## src/sv/fesq_pkg.sv

```systemverilog
// fesq_pkg: shared types, constants and command codes of the flash erase/program sequencer.
// No dependencies; imported by every module of the block.
`timescale 1ns / 1ps
`default_nettype none

package fesq_pkg;

    // Sizing
    localparam int ADDR_BITS    = 20;
    localparam int SECTOR_WORDS = 32768;
    localparam int DATA_BITS    = 16;
    localparam int LIMIT_BITS   = 13;
    localparam int CFG_IDX_BITS = 2;

    // Configuration register indexes and reset values
    localparam logic [CFG_IDX_BITS-1:0] REG_ERASE_LIMIT   = 2'd0;
    localparam logic [CFG_IDX_BITS-1:0] REG_PROGRAM_LIMIT = 2'd1;
    localparam logic [LIMIT_BITS-1:0]   ERASE_LIMIT_RST   = 13'd5000;
    localparam logic [LIMIT_BITS-1:0]   PROGRAM_LIMIT_RST = 13'd10;

    // Input opcodes
    localparam logic [1:0] OP_ERASE   = 2'd0;
    localparam logic [1:0] OP_PROGRAM = 2'd1;
    localparam logic [1:0] OP_DATA    = 2'd2;
    localparam logic [1:0] OP_STATUS  = 2'd3;

    // Result kinds
    localparam logic [1:0] KIND_WRITE = 2'd0;
    localparam logic [1:0] KIND_READ  = 2'd1;
    localparam logic [1:0] KIND_DONE  = 2'd2;
    localparam logic [1:0] KIND_NEXT  = 2'd3;

    // Outcomes
    localparam logic [2:0] OUT_OK      = 3'd0;
    localparam logic [2:0] OUT_VOLTAGE = 3'd1;
    localparam logic [2:0] OUT_PROTECT = 3'd2;
    localparam logic [2:0] OUT_PROGERR = 3'd3;
    localparam logic [2:0] OUT_TIMEOUT = 3'd4;
    localparam logic [2:0] OUT_BAD     = 3'd5;

    // Flash commands
    localparam logic [DATA_BITS-1:0] CMD_READ    = 16'h00FF;
    localparam logic [DATA_BITS-1:0] CMD_ERASE   = 16'h0020;
    localparam logic [DATA_BITS-1:0] CMD_CONFIRM = 16'h00D0;
    localparam logic [DATA_BITS-1:0] CMD_CLEAR   = 16'h0050;
    localparam logic [DATA_BITS-1:0] CMD_PROGRAM = 16'h0040;
    localparam logic [DATA_BITS-1:0] CMD_STATUS  = 16'h0070;

    // Status register bits
    localparam int ST_VOLTAGE_BIT = 3;
    localparam int ST_PROTECT_BIT = 1;
    localparam int ST_PROGERR_BIT = 4;
    localparam int ST_READY_BIT   = 7;

    // Bus sequences the back end knows how to expand
    typedef enum logic [2:0] {
        SEQ_ERASE,   // clear, read array, erase, confirm, status, read
        SEQ_PSTART,  // clear, read array, next
        SEQ_DATA,    // program, data, status, read
        SEQ_POLL,    // status, read
        SEQ_FINISH,  // clear, read array, done
        SEQ_NEXT,    // next
        SEQ_BAD      // done with outcome "unexpected"
    } seq_t;

    // One queued job handed from front to back
    typedef struct packed {
        seq_t                  seq;
        logic [ADDR_BITS-1:0]  addr;
        logic [DATA_BITS-1:0]  value;
        logic [2:0]            outcome;
    } desc_t;

endpackage

`default_nettype wire

```

## src/sv/fesq_front.sv

```systemverilog
// fesq_front: accepts input words, tracks job phase/counters, emits one descriptor per word.
// Depends on fesq_pkg.
`timescale 1ns / 1ps
`default_nettype none

module fesq_front (
    input  wire                                   clk,
    input  wire                                   rst_n,
    input  wire                                   push,
    input  wire                                   q_full,
    input  wire [1:0]                             op,
    input  wire [fesq_pkg::ADDR_BITS-1:0]         address,
    input  wire [fesq_pkg::DATA_BITS-1:0]         value,
    input  wire                                   cfg_valid,
    input  wire [fesq_pkg::CFG_IDX_BITS-1:0]      cfg_index,
    input  wire [fesq_pkg::LIMIT_BITS-1:0]        cfg_data,
    output logic                                  q_push,
    output fesq_pkg::desc_t                       q_desc
);
    import fesq_pkg::*;

    typedef enum logic [1:0] {
        PH_IDLE,
        PH_ERASE_POLL,
        PH_PROG_DATA,
        PH_PROG_POLL
    } phase_t;

    phase_t                 phase_reg, phase_next;
    logic [ADDR_BITS-1:0]   sector_base_reg, sector_base_next;
    logic [ADDR_BITS-1:0]   word_address_reg, word_address_next;
    logic [15:0]            words_done_reg, words_done_next;
    logic [LIMIT_BITS-1:0]  poll_count_reg, poll_count_next;
    logic [LIMIT_BITS-1:0]  erase_limit_reg, program_limit_reg;

    logic                   accept;
    logic                   erasing;
    logic [ADDR_BITS-1:0]   where;
    logic [LIMIT_BITS-1:0]  poll_inc;
    logic [LIMIT_BITS-1:0]  limit;
    logic [2:0]             code;
    logic [16:0]            done_inc;
    logic [ADDR_BITS-1:0]   wa_inc;

    assign accept   = push && !q_full;
    assign q_push   = accept;
    assign erasing  = (phase_reg == PH_ERASE_POLL);
    assign where    = erasing ? sector_base_reg : word_address_reg;
    assign poll_inc = poll_count_reg + 1'b1;
    assign limit    = erasing ? erase_limit_reg : program_limit_reg;
    assign done_inc = {1'b0, words_done_reg} + 17'd1;
    assign wa_inc   = word_address_reg + 1'b1;

    // status error priority: voltage, protect, programming
    always_comb
    begin
        if (value[ST_VOLTAGE_BIT])
            code = OUT_VOLTAGE;
        else if (value[ST_PROTECT_BIT])
            code = OUT_PROTECT;
        else if (value[ST_PROGERR_BIT])
            code = OUT_PROGERR;
        else
            code = OUT_OK;
    end

    always_comb
    begin
        phase_next        = phase_reg;
        sector_base_next  = sector_base_reg;
        word_address_next = word_address_reg;
        words_done_next   = words_done_reg;
        poll_count_next   = poll_count_reg;
        q_desc.seq        = SEQ_FINISH;
        q_desc.addr       = sector_base_reg;
        q_desc.value      = '0;
        q_desc.outcome    = OUT_BAD;

        if (phase_reg == PH_IDLE && op == OP_ERASE)
        begin
            q_desc.seq       = SEQ_ERASE;
            q_desc.addr      = address;
            sector_base_next = address;
            poll_count_next  = '0;
            phase_next       = PH_ERASE_POLL;
        end
        else if (phase_reg == PH_IDLE && op == OP_PROGRAM)
        begin
            q_desc.seq        = SEQ_PSTART;
            q_desc.addr       = address;
            sector_base_next  = address;
            word_address_next = address;
            words_done_next   = '0;
            poll_count_next   = '0;
            phase_next        = PH_PROG_DATA;
        end
        else if (phase_reg == PH_PROG_DATA && op == OP_DATA)
        begin
            q_desc.seq      = SEQ_DATA;
            q_desc.addr     = word_address_reg;
            q_desc.value    = value;
            poll_count_next = '0;
            phase_next      = PH_PROG_POLL;
        end
        else if ((phase_reg == PH_ERASE_POLL || phase_reg == PH_PROG_POLL)
                 && op == OP_STATUS)
        begin
            if (!value[ST_READY_BIT])
            begin
                if (poll_inc == limit)
                begin
                    q_desc.outcome  = OUT_TIMEOUT;
                    phase_next      = PH_IDLE;
                    poll_count_next = '0;
                end
                else
                begin
                    q_desc.seq      = SEQ_POLL;
                    q_desc.addr     = where;
                    poll_count_next = poll_inc;
                end
            end
            else if (erasing || code != OUT_OK)
            begin
                q_desc.outcome  = code;
                phase_next      = PH_IDLE;
                poll_count_next = '0;
            end
            else
            begin
                words_done_next   = done_inc[15:0];
                word_address_next = wa_inc;
                if (done_inc >= 17'(SECTOR_WORDS))
                begin
                    q_desc.outcome  = OUT_OK;
                    phase_next      = PH_IDLE;
                    poll_count_next = '0;
                end
                else
                begin
                    q_desc.seq      = SEQ_NEXT;
                    q_desc.addr     = wa_inc;
                    poll_count_next = '0;
                    phase_next      = PH_PROG_DATA;
                end
            end
        end
        else if (phase_reg == PH_IDLE)
        begin
            q_desc.seq = SEQ_BAD;
        end
        else
        begin
            // busy and the word does not fit: abort the job
            phase_next      = PH_IDLE;
            poll_count_next = '0;
        end
    end

    always_ff @(posedge clk or negedge rst_n)
    begin
        if (!rst_n)
        begin
            phase_reg         <= PH_IDLE;
            sector_base_reg   <= '0;
            word_address_reg  <= '0;
            words_done_reg    <= '0;
            poll_count_reg    <= '0;
            erase_limit_reg   <= ERASE_LIMIT_RST;
            program_limit_reg <= PROGRAM_LIMIT_RST;
        end
        else
        begin
            if (accept)
            begin
                phase_reg        <= phase_next;
                sector_base_reg  <= sector_base_next;
                word_address_reg <= word_address_next;
                words_done_reg   <= words_done_next;
                poll_count_reg   <= poll_count_next;
            end
            if (cfg_valid)
            begin
                case (cfg_index)
                    REG_ERASE_LIMIT:   erase_limit_reg   <= cfg_data;
                    REG_PROGRAM_LIMIT: program_limit_reg <= cfg_data;
                    default:           ;
                endcase
            end
        end
    end

endmodule

`default_nettype wire

```

## src/sv/fesq_queue.sv

```systemverilog
// fesq_queue: two-entry descriptor queue between front and back end.
// Depends on fesq_pkg.
`timescale 1ns / 1ps
`default_nettype none

module fesq_queue (
    input  wire                   clk,
    input  wire                   rst_n,
    input  wire                   push,
    input  wire fesq_pkg::desc_t  push_desc,
    output logic                  full,
    input  wire                   pop,
    output logic                  head_valid,
    output fesq_pkg::desc_t       head_desc
);
    import fesq_pkg::*;

    desc_t       entry_reg [2];
    logic        wr_ptr_reg, rd_ptr_reg;
    logic [1:0]  count_reg;

    assign full       = (count_reg == 2'd2);
    assign head_valid = (count_reg != 2'd0);
    assign head_desc  = entry_reg[rd_ptr_reg];

    always_ff @(posedge clk or negedge rst_n)
    begin
        if (!rst_n)
        begin
            wr_ptr_reg <= 1'b0;
            rd_ptr_reg <= 1'b0;
            count_reg  <= 2'd0;
        end
        else
        begin
            if (push)
                wr_ptr_reg <= !wr_ptr_reg;
            if (pop)
                rd_ptr_reg <= !rd_ptr_reg;
            if (push && !pop)
                count_reg <= count_reg + 2'd1;
            else if (pop && !push)
                count_reg <= count_reg - 2'd1;
        end
    end

    always_ff @(posedge clk)
    begin
        if (push)
            entry_reg[wr_ptr_reg] <= push_desc;
    end

endmodule

`default_nettype wire

```

## src/sv/fesq_back.sv

```systemverilog
// fesq_back: expands queued jobs into output register bus words, one per cycle if not stalled.
// Depends on fesq_pkg.
`timescale 1ns / 1ps
`default_nettype none

module fesq_back (
    input  wire                            clk,
    input  wire                            rst_n,
    input  wire                            head_valid,
    input  wire fesq_pkg::desc_t           head_desc,
    output logic                           q_pop,
    input  wire                            pop,
    output logic                           empty,
    output logic [1:0]                     kind,
    output logic [fesq_pkg::ADDR_BITS-1:0] bus_address,
    output logic [fesq_pkg::DATA_BITS-1:0] bus_value,
    output logic                           vpp_enable,
    output logic [2:0]                     outcome,
    output logic                           last
);
    import fesq_pkg::*;

    logic [2:0]            step_reg;
    logic                  out_valid_reg;
    logic [1:0]            kind_reg;
    logic [ADDR_BITS-1:0]  addr_reg;
    logic [DATA_BITS-1:0]  value_reg;
    logic [2:0]            outcome_reg;
    logic                  last_reg;

    logic [1:0]            w_kind;
    logic [DATA_BITS-1:0]  w_value;
    logic [2:0]            w_outcome;
    logic                  w_last;
    logic                  pop_ok;
    logic                  load;

    assign pop_ok = pop && out_valid_reg;
    assign load   = head_valid && (!out_valid_reg || pop_ok);
    assign q_pop  = load && w_last;

    // word at position step_reg of the head sequence
    always_comb
    begin
        w_kind    = KIND_WRITE;
        w_value   = '0;
        w_outcome = OUT_OK;
        w_last    = 1'b0;
        case (head_desc.seq)
            SEQ_ERASE:
            begin
                case (step_reg)
                    3'd0:    w_value = CMD_CLEAR;
                    3'd1:    w_value = CMD_READ;
                    3'd2:    w_value = CMD_ERASE;
                    3'd3:    w_value = CMD_CONFIRM;
                    3'd4:    w_value = CMD_STATUS;
                    default:
                    begin
                        w_kind = KIND_READ;
                        w_last = 1'b1;
                    end
                endcase
            end
            SEQ_PSTART:
            begin
                case (step_reg)
                    3'd0:    w_value = CMD_CLEAR;
                    3'd1:    w_value = CMD_READ;
                    default:
                    begin
                        w_kind = KIND_NEXT;
                        w_last = 1'b1;
                    end
                endcase
            end
            SEQ_DATA:
            begin
                case (step_reg)
                    3'd0:    w_value = CMD_PROGRAM;
                    3'd1:    w_value = head_desc.value;
                    3'd2:    w_value = CMD_STATUS;
                    default:
                    begin
                        w_kind = KIND_READ;
                        w_last = 1'b1;
                    end
                endcase
            end
            SEQ_POLL:
            begin
                case (step_reg)
                    3'd0:    w_value = CMD_STATUS;
                    default:
                    begin
                        w_kind = KIND_READ;
                        w_last = 1'b1;
                    end
                endcase
            end
            SEQ_FINISH:
            begin
                case (step_reg)
                    3'd0:    w_value = CMD_CLEAR;
                    3'd1:    w_value = CMD_READ;
                    default:
                    begin
                        w_kind    = KIND_DONE;
                        w_outcome = head_desc.outcome;
                        w_last    = 1'b1;
                    end
                endcase
            end
            SEQ_NEXT:
            begin
                w_kind = KIND_NEXT;
                w_last = 1'b1;
            end
            default:
            begin
                w_kind    = KIND_DONE;
                w_outcome = OUT_BAD;
                w_last    = 1'b1;
            end
        endcase
    end

    always_ff @(posedge clk or negedge rst_n)
    begin
        if (!rst_n)
        begin
            step_reg      <= 3'd0;
            out_valid_reg <= 1'b0;
        end
        else if (load)
        begin
            step_reg      <= w_last ? 3'd0 : step_reg + 3'd1;
            out_valid_reg <= 1'b1;
        end
        else if (pop_ok)
        begin
            out_valid_reg <= 1'b0;
        end
    end

    always_ff @(posedge clk)
    begin
        if (load)
        begin
            kind_reg    <= w_kind;
            addr_reg    <= head_desc.addr;
            value_reg   <= w_value;
            outcome_reg <= w_outcome;
            last_reg    <= w_last;
        end
    end

    assign empty       = !out_valid_reg;
    assign kind        = kind_reg;
    assign bus_address = addr_reg;
    assign bus_value   = value_reg;
    // VPP is up for the whole of a job and only a done word sees it dropped
    assign vpp_enable  = (kind_reg != KIND_DONE);
    assign outcome     = outcome_reg;
    assign last        = last_reg;

endmodule

`default_nettype wire

```

## src/sv/flash_erase_program_sequencer_core.sv

```systemverilog
// flash_erase_program_sequencer_core: top level of the NOR flash erase/program sequencer.
// Instantiates fesq_front, fesq_queue and fesq_back; depends on fesq_pkg.
//
// Usage:
//  - Input queue side: present op/address/value and raise push; the word is taken on a
//    clock edge with push high and full low. op selects start erase, start program,
//    data halfword or a status value read back from the flash.
//  - Result queue side: while empty is low, kind/bus_address/bus_value/vpp_enable/
//    outcome/last hold the oldest result word; pop with empty low takes it. last marks
//    the final result word caused by an input word.
//  - Config channel: cfg_valid/cfg_ready with cfg_index (0 erase poll limit, 1 program
//    poll limit) and cfg_data; cfg_ready is always high. Write only while idle.
//  - Flow: the first result word of an input word passes through the job queue and then the
//    output register. Each input word expands into 1 to 6 result words, delivered one per
//    cycle by the back end while pop keeps up, so the sustained rate of input words is set
//    by the word count of their bus sequences. The front takes a new word every cycle while
//    the two-entry job queue has room.
//  - When pop is held low the output register holds, the job queue fills, and full rises.
//  - Reset (async, rst_n low) returns to idle, counters cleared, limits back to 5000 and
//    10, queue and output empty.
`timescale 1ns / 1ps
`default_nettype none

module flash_erase_program_sequencer_core (
    input  wire                                  clk,
    input  wire                                  rst_n,
    input  wire                                  push,
    output logic                                 full,
    input  wire [1:0]                            op,
    input  wire [fesq_pkg::ADDR_BITS-1:0]        address,
    input  wire [fesq_pkg::DATA_BITS-1:0]        value,
    output logic                                 empty,
    input  wire                                  pop,
    output logic [1:0]                           kind,
    output logic [fesq_pkg::ADDR_BITS-1:0]       bus_address,
    output logic [fesq_pkg::DATA_BITS-1:0]       bus_value,
    output logic                                 vpp_enable,
    output logic [2:0]                           outcome,
    output logic                                 last,
    input  wire                                  cfg_valid,
    output logic                                 cfg_ready,
    input  wire [fesq_pkg::CFG_IDX_BITS-1:0]     cfg_index,
    input  wire [fesq_pkg::LIMIT_BITS-1:0]       cfg_data
);
    import fesq_pkg::*;

    logic   q_push;
    logic   q_full;
    logic   q_pop;
    logic   head_valid;
    desc_t  push_desc;
    desc_t  head_desc;

    // config writes are taken whenever cfg_valid is high, never back-pressured
    assign cfg_ready = 1'b1;
    assign full      = q_full;

    fesq_front u_front (
        .clk       (clk),
        .rst_n     (rst_n),
        .push      (push),
        .q_full    (q_full),
        .op        (op),
        .address   (address),
        .value     (value),
        .cfg_valid (cfg_valid),
        .cfg_index (cfg_index),
        .cfg_data  (cfg_data),
        .q_push    (q_push),
        .q_desc    (push_desc)
    );

    // job queue decouples classification from bus word expansion
    fesq_queue u_queue (
        .clk        (clk),
        .rst_n      (rst_n),
        .push       (q_push),
        .push_desc  (push_desc),
        .full       (q_full),
        .pop        (q_pop),
        .head_valid (head_valid),
        .head_desc  (head_desc)
    );

    fesq_back u_back (
        .clk         (clk),
        .rst_n       (rst_n),
        .head_valid  (head_valid),
        .head_desc   (head_desc),
        .q_pop       (q_pop),
        .pop         (pop),
        .empty       (empty),
        .kind        (kind),
        .bus_address (bus_address),
        .bus_value   (bus_value),
        .vpp_enable  (vpp_enable),
        .outcome     (outcome),
        .last        (last)
    );

endmodule

`default_nettype wire
```

## config.mk

```make
export PLATFORM = sky130hd
export DESIGN_NAME = flash_erase_program_sequencer_core
export DESIGN_NICKNAME = d
export VERILOG_FILES = /design/src/sv/fesq_pkg.sv /design/src/sv/fesq_front.sv /design/src/sv/fesq_queue.sv /design/src/sv/fesq_back.sv /design/src/sv/flash_erase_program_sequencer_core.sv
export SDC_FILE = /design/constraint.sdc
export NUM_CORES = 1
export LEC_CHECK = 0
export BUFFER_PORTS_ARGS = -buffer_cell sky130_fd_sc_hd__buf_4
export CELL_PAD_IN_SITES_DETAIL_PLACEMENT = 0
export CELL_PAD_IN_SITES_GLOBAL_PLACEMENT = 2
export CORE_MARGIN = 8
export CORE_UTILIZATION = 40
export DETAILED_ROUTE_END_ITERATION = 10
export GPL_ROUTABILITY_DRIVEN = 0
export GPL_TIMING_DRIVEN = 0
export PLACE_DENSITY_LB_ADDON = 0.1
export SLEW_MARGIN = 10
export SYNTH_ARGS = -nofsm -noshare
export SYNTH_HDL_FRONTEND = slang
export SYNTH_SLANG_ARGS = --single-unit
```

## constraint.sdc

```tcl
create_clock -name clk -period 4.1 [get_ports clk]
set_input_delay 0.205 -clock clk [delete_from_list [all_inputs] [get_ports clk]]
set_output_delay 0.205 -clock clk [all_outputs]
set_load 0.05 [all_outputs]
```

---- Yosys cells after proc, flatten, opt, wreduce, memory -nomap -nowiden ----
Memories as Yosys holds them, arrays and structs flattened.
Cells that the tools add are included.
cells by class
  reductions and logical operators ........ 42
  equality and inequality tests ........... 23
  mux-type cells .......................... 77
  $lt $le $gt $ge ......................... 1
  add/sub/neg operators ................... 6
  bitwise gates (word level) .............. 1
operators by type and width
  kind                                                                     number
  20-bit 2-to-1 mux                                                        9
  23-bit 2-to-1 mux                                                        6
  13-bit 2-to-1 mux                                                        8
  16-bit 2-to-1 mux                                                        6
  16-bit one-hot mux with 4 select lines                                   1
  16-bit one-hot mux with 3 select lines                                   1
  8-bit one-hot mux with 5 select lines                                    1
  19-bit 2-to-1 mux                                                        2
  2-bit 2-to-1 mux                                                         15
  3-bit 2-to-1 mux                                                         10
  21-bit 2-to-1 mux                                                        1
  20-bit by 1-bit adder with 20-bit output, second input constant          1
  16-bit by 1-bit adder with 17-bit output, second input constant          1
  17-bit by 16-bit >= comparator with 1-bit output, second input constant  1
  8-bit one-hot mux with 2 select lines                                    1
  13-bit by 1-bit adder with 13-bit output, second input constant          1
  13-bit equality test                                                     1
  3-bit by 2-bit equality test with 1-bit output, second input constant    4
  1-bit 2-to-1 mux                                                         12
  2-bit one-hot mux with 6 select lines                                    1
  2-bit nonzero test                                                       6
  2-bit equality test, second input constant                               5
  1-bit logical AND                                                        10
  5-bit OR reduction                                                       2
  24 further kinds                                                         44
storage, ports and cells
  register bits ........................... 147
  output and inout port bits .............. 46
  RAM bits ................................ 84
  bits of input ports ..................... 58
  memories ................................ 1
  logic and storage cells ................. 168
memories
  memory             depth  bits a word  read ports  clocked after Yosys merged registers in  write ports  line              text
  u_queue.entry_reg  2      42           1           0                                        1            fesq_queue.sv:18  desc_t entry_reg [2];

---- Longest topological paths before layout ----
  depth in word-level cells ............... 11
  depth in mapped cells ................... 12
  mapped depth without buffers ............ 12

---- Modules after synthesis ----
A second synthesis with hierarchy kept.
second synthesis, totals
  cell total of the unflattened synthesis .. 1025
  area, all modules ....................... 12105.4 um^2
modules (own cells, without submodules)
  module                              instances  cells each  area an instance (um^2)
  fesq_front                          1          737         6681.4
  fesq_queue                          1          147         3422.0
  fesq_back                           1          139         1990.7
  flash_erase_program_sequencer_core  1          2           11.3

---- Worst setup path before layout ----
No wires, ideal clock.
  kind .................................... reg-to-reg
  start ................................... reg u_queue.count_reg[0]
  end ..................................... mem u_queue.entry_reg[0][0] (netlist bit) (enable)
  clock period less this slack ............ 2.898 ns
  library setup time ...................... 0.442 ns
  setup slack ............................. 1.202 ns
  arrival time ............................ 2.457 ns
  stages on the path, launching flop included .. 4
  path buffers ............................ 0
  cells stage by stage .................... dfrtp_1 -> nand2b_1 -> nand2_1 -> nor2_1
on the way
  word-level cells in the longest chain between the ends .. 5
ends and longest elaborated chain
  item                                    line              text
  from (decl)                             fesq_queue.sv:20  logic [1:0] count_reg;
  from (signal assigned)                  fesq_queue.sv:41  count_reg <= count_reg + 2'd1;
  from (signal assigned)                  fesq_queue.sv:43  count_reg <= count_reg - 2'd1;
  2-bit equality test                     fesq_queue.sv:22  assign full = (count_reg == 2'd2);
  1-bit zero test                         fesq_front.sv:45  assign accept = push && !q_full;
  1-bit logical AND                       fesq_front.sv:45
  1-bit 2-to-1 mux                        fesq_queue.sv:49  if (push)
  1-bit 2-to-1 mux (implied by the code)  fesq_queue.sv:50  entry_reg[wr_ptr_reg] <= push_desc;
  to (decl)                               fesq_queue.sv:18
No other way between the ends.

---- Worst setup path in the final report ----
  start ................................... reg u_front.phase_reg[0]
  end ..................................... reg u_front.words_done_reg[12]
on the way
  word-level cells in the longest chain between the ends .. 5
ends and longest elaborated chain
  item                                                                                          line                                 text
  from (decl)                                                                                   fesq_front.sv:29                     phase_t phase_reg, phase_next;
  from (signal assigned)                                                                        fesq_front.sv:176                    phase_reg <= phase_next;
  2-bit by 1-bit equality test with 1-bit output / 2-bit equality test (equally long branches)  fesq_front.sv:47, fesq_front.sv:105
  1-bit logical OR                                                                              fesq_front.sv:105                    else if ((phase_reg == PH_ERASE_POLL || phase_reg == PH_PROG_POLL)
  1-bit logical AND                                                                             fesq_front.sv:106                    && op == OP_STATUS)
  2-bit nonzero test (no line)                                                                  n/a
  6-bit AND reduction (no line)                                                                 n/a
  to (signal assigned)                                                                          fesq_front.sv:179                    words_done_reg <= words_done_next;
  to (decl)                                                                                     fesq_front.sv:32                     logic [15:0] words_done_reg, words_done_next;
Several ways; a longest one is shown, not always the timed one.
A chain may end at the register's enable or synchronous reset.

==> results by group <==
Run status
  • Outcome: completed

Critical path
  • Crit path capture type: flip-flop
  • Cell family with most CP delay: simple AND/OR/NAND/NOR gates
  • Critical path origin: u_front.phase_reg[0]
  • CP max FO: 10
  • Worst path cell trace: buf_2 -> nor3_2 -> and2_0 -> buf_2 -> a21oi_1 -> or3_1 -> clkbuf_1 -> nor2_1 -> nand4_1 -> o21ai_0
  • Worst Path Buf+Inv: 3
  • Most frequent CP cell: buf_2
  • Crit path DAT: 3.91 ns
  • Critical path type: reg2reg
  • Slowest CP cell: nor2_1
  • Reg-to-Reg Start: u_front.phase_reg[0]
  • Startpoint class of the critical path: flip-flop
  • CP peak stage delay: 0.87 ns
  • CP required: 4.54 ns

Die
  • Die Area: 0.0335 mm2
  • Placeable Area: 0.0276 mm2
  • Die H: 183 um
  • FP Rows: 61
  • Io pins: 104
  • Die W: 183 um
  • Initial Utilization: 0.404

Cells and area
  • Commonest non-fill, non-tap cell in the layout: edfxtp_1
  • Share of cells above drive strength 1: 0.225
  • Max FFs per register: 84
  • Layout area overhead: 24.5%
  • Fin area: 0.0139 mm2
  • Final #Nets: 1,189
  • Ant. Diodes: 0
  • # fillers: 2,520
  • Commonest cells after routing, fill and taps aside: 126 x edfxtp_1, 99 x buf_4, 98 x dfrtp_1

Place
  • Post-DP HPWL: 19.7 mm
  • Buffers on Ports: 99
  • Worst slack, placed: 0.634 ns
  • Post-DP Area: 0.0125 mm2

Synthesis
  • Synth top area cells: edfxtp_1 34%, dfrtp_1 22%, mux2_2 7.4%
  • Post-synth ARST share: 0.455
  • Sequential fraction of the synthesis area: 0.575
  • Post-synthesis net count: 1,011
  • EDFF count, synth: 126
  • Area leader, netlist: edfxtp_1
  • Yosys synthesis warning count: 0
  • Syn_area_per_cell: 11.8 um2
  • Syn Std Cell Area: 0.0112 mm2
  • Unique cell type count in the Yosys netlist: 69
  • Post-Synthesis Cells: 943
  • Most used DFF post-synth: edfxtp_1
  • Top cell type's share of synthesized area: 0.339
  • Synth Register Bits: 231

Route
  • Initial drt markers: 488
  • Vias per Instance: 5.23
  • Post-route DRC: 0
  • DRT Wirelength: 28.3 mm
  • DRT antenna net count: 0
  • Met3 WL: 1.32 mm
  • Via count: 7,937
  • WL met2: 13.0 mm
  • Top layer in use: met4
  • Detailed Routing Iterations Pass 1: 5
  • Met1 Wirelength: 13.4 mm
  • Wirelength per Cell: 18.6 um

Timing
  • Final setup viols: 0
  • Fmax: 288 MHz
  • Worst slew pin tran: 1.03 ns
  • Final Max Slew Viols: 0
  • Relative slew slack: 0.313
  • Final worst-path setup slack: 0.634 ns
  • Minimum clock period: 3.47 ns
  • Final number of hold-violating endpoints: 0
  • Clk_skew: 0.0102 ns
  • Worst hold margin: 0.0316 ns
  • RSZ-0062 raised after global routing: no
  • Period utilisation layout: 0.845

Clock network
  • Longest Clk Path Bufs: 3
  • CTS tree: yes
  • Clock sink count: 231
  • Total setup buffers inserted after CTS: 0
  • CTS buffer count: 26
  • Clk root buf: clkbuf_16
  • Cts hold-fix bufs: 47
  • Post-cts repair resize count: 0
  • H-tree depth: 1
  • Clock transition at path regs: 0.06 ns
  • Clock latency on the worst-skew pair: 0.53 ns

Run
  • Maximum capacitance violations: 0

GRT
  • Antenna violations before repair: 0
  • Grt total ovfl: 0
  • Number of global-route vias before repair: 7,944
  • GRT Total Usage: 0.167
  • First-pass GRT wire length: 45.2 mm
  • Pin count of the biggest net entering global routing: 63

Power and ir drop
  • Total power: 10.1 mW
  • Worst VDD drop: 0.315 mV
  • Static Leak: 5.53 nW
  • P per Cell Area: 729 mW/mm2

Hold path
  • Min-delay worst type: in2reg
  • Hold Crit Start: value[4]
## routing by layer
| metal | up-vias | global-route usage |
|---|---|---|
| li1 | 3856 | - |
| met1 | 3857 | 0.233 |
| met2 | 177 | 0.273 |
| met3 | 47 | 0.0237 |
| met4 | 0 | 0.0374 |
| met5 | - | 0 |
## cell type report
type	instances	area, um2	share of cell area
flip-flops and latches	231	6420	0.462
multi-input cells	651	4480	0.322
clock inverters	16	216	0.0156
well taps	378	473	0.0340
inverters	16	60.1	0.00432
repair buffers	150	1320	0.0950
plain buffers	45	215	0.0155
clock buffers	32	714	0.0514
## final timing paths
path / cells after the start / end / slack [ns]
worst max-delay path: 10 / u_front.words_done_reg[12] / 0.63
worst max register to register: 10 / u_front.words_done_reg[12] / 0.63
worst min register to register: 1 / u_front.program_limit_reg[11] / 0.50
min in group asynchronous: 2 / u_front.poll_count_reg[12] / 0.18
max in group asynchronous: 3 / u_front.sector_base_reg[6] / 3.22
worst min-delay path: 2 / u_queue.entry_reg[1][7] / 0.03
## through the flow
stage	setup TNS, ns	util	instances
5_1_grt	0	0.503	1519
4_1_cts	0	0.503	1519
3_3_place_gp	-1.10	0.448	1420
6_report	0	0.503	1519
3_5_place_dp	0	0.452	1424
2_1_floorplan	0	-	943
## power breakdown
group          leakage (nW)  internal, mW  switching [mW]
registers              2.50          3.46           0.386
clock network         0.455          1.55           0.957
logic                  2.58          1.39            2.38
## kinds of logic (layout without fill, tap and decap cells)
group                    after synthesis  count (layout)  synth area share
AO/OA/AOI/OAI                        180             180             0.109
flip-flops                           231             231             0.575
adder cells (fa/ha/maj)               10              10            0.0112
AND/OR/NAND/NOR                      296             296             0.129
buffers and inverters                 61             259            0.0246
other                                  1               1          0.000336
XOR/XNOR                              46              46            0.0361
multiplexers                         118             118             0.114
## cell usage after synthesis, types with 4 or more instances
cell type  number
nor3b_1         5
and3_1         15
nand3_1        30
o31ai_1         7
o22ai_1         8
mux2_2         73
nand2_1        89
nor2_1         74
mux2i_1        43
inv_1          16
o21ai_0        70
clkbuf_1       30
buf_2           6
dfstp_2         7
a22o_1          7
nor3_1         18
o211ai_1        4
xor2_1         23
a21oi_1        25
xnor2_1        23
dfrtp_1        98
nand2b_1        8
a221o_1        24
ha_1           10
edfxtp_1      126
and2_1         18
or3_1           4
a22oi_1         5
nor4_1          7
nand4_1         7
nor2b_1         5
No activity file was read; power rests on OpenSTA's default activity.
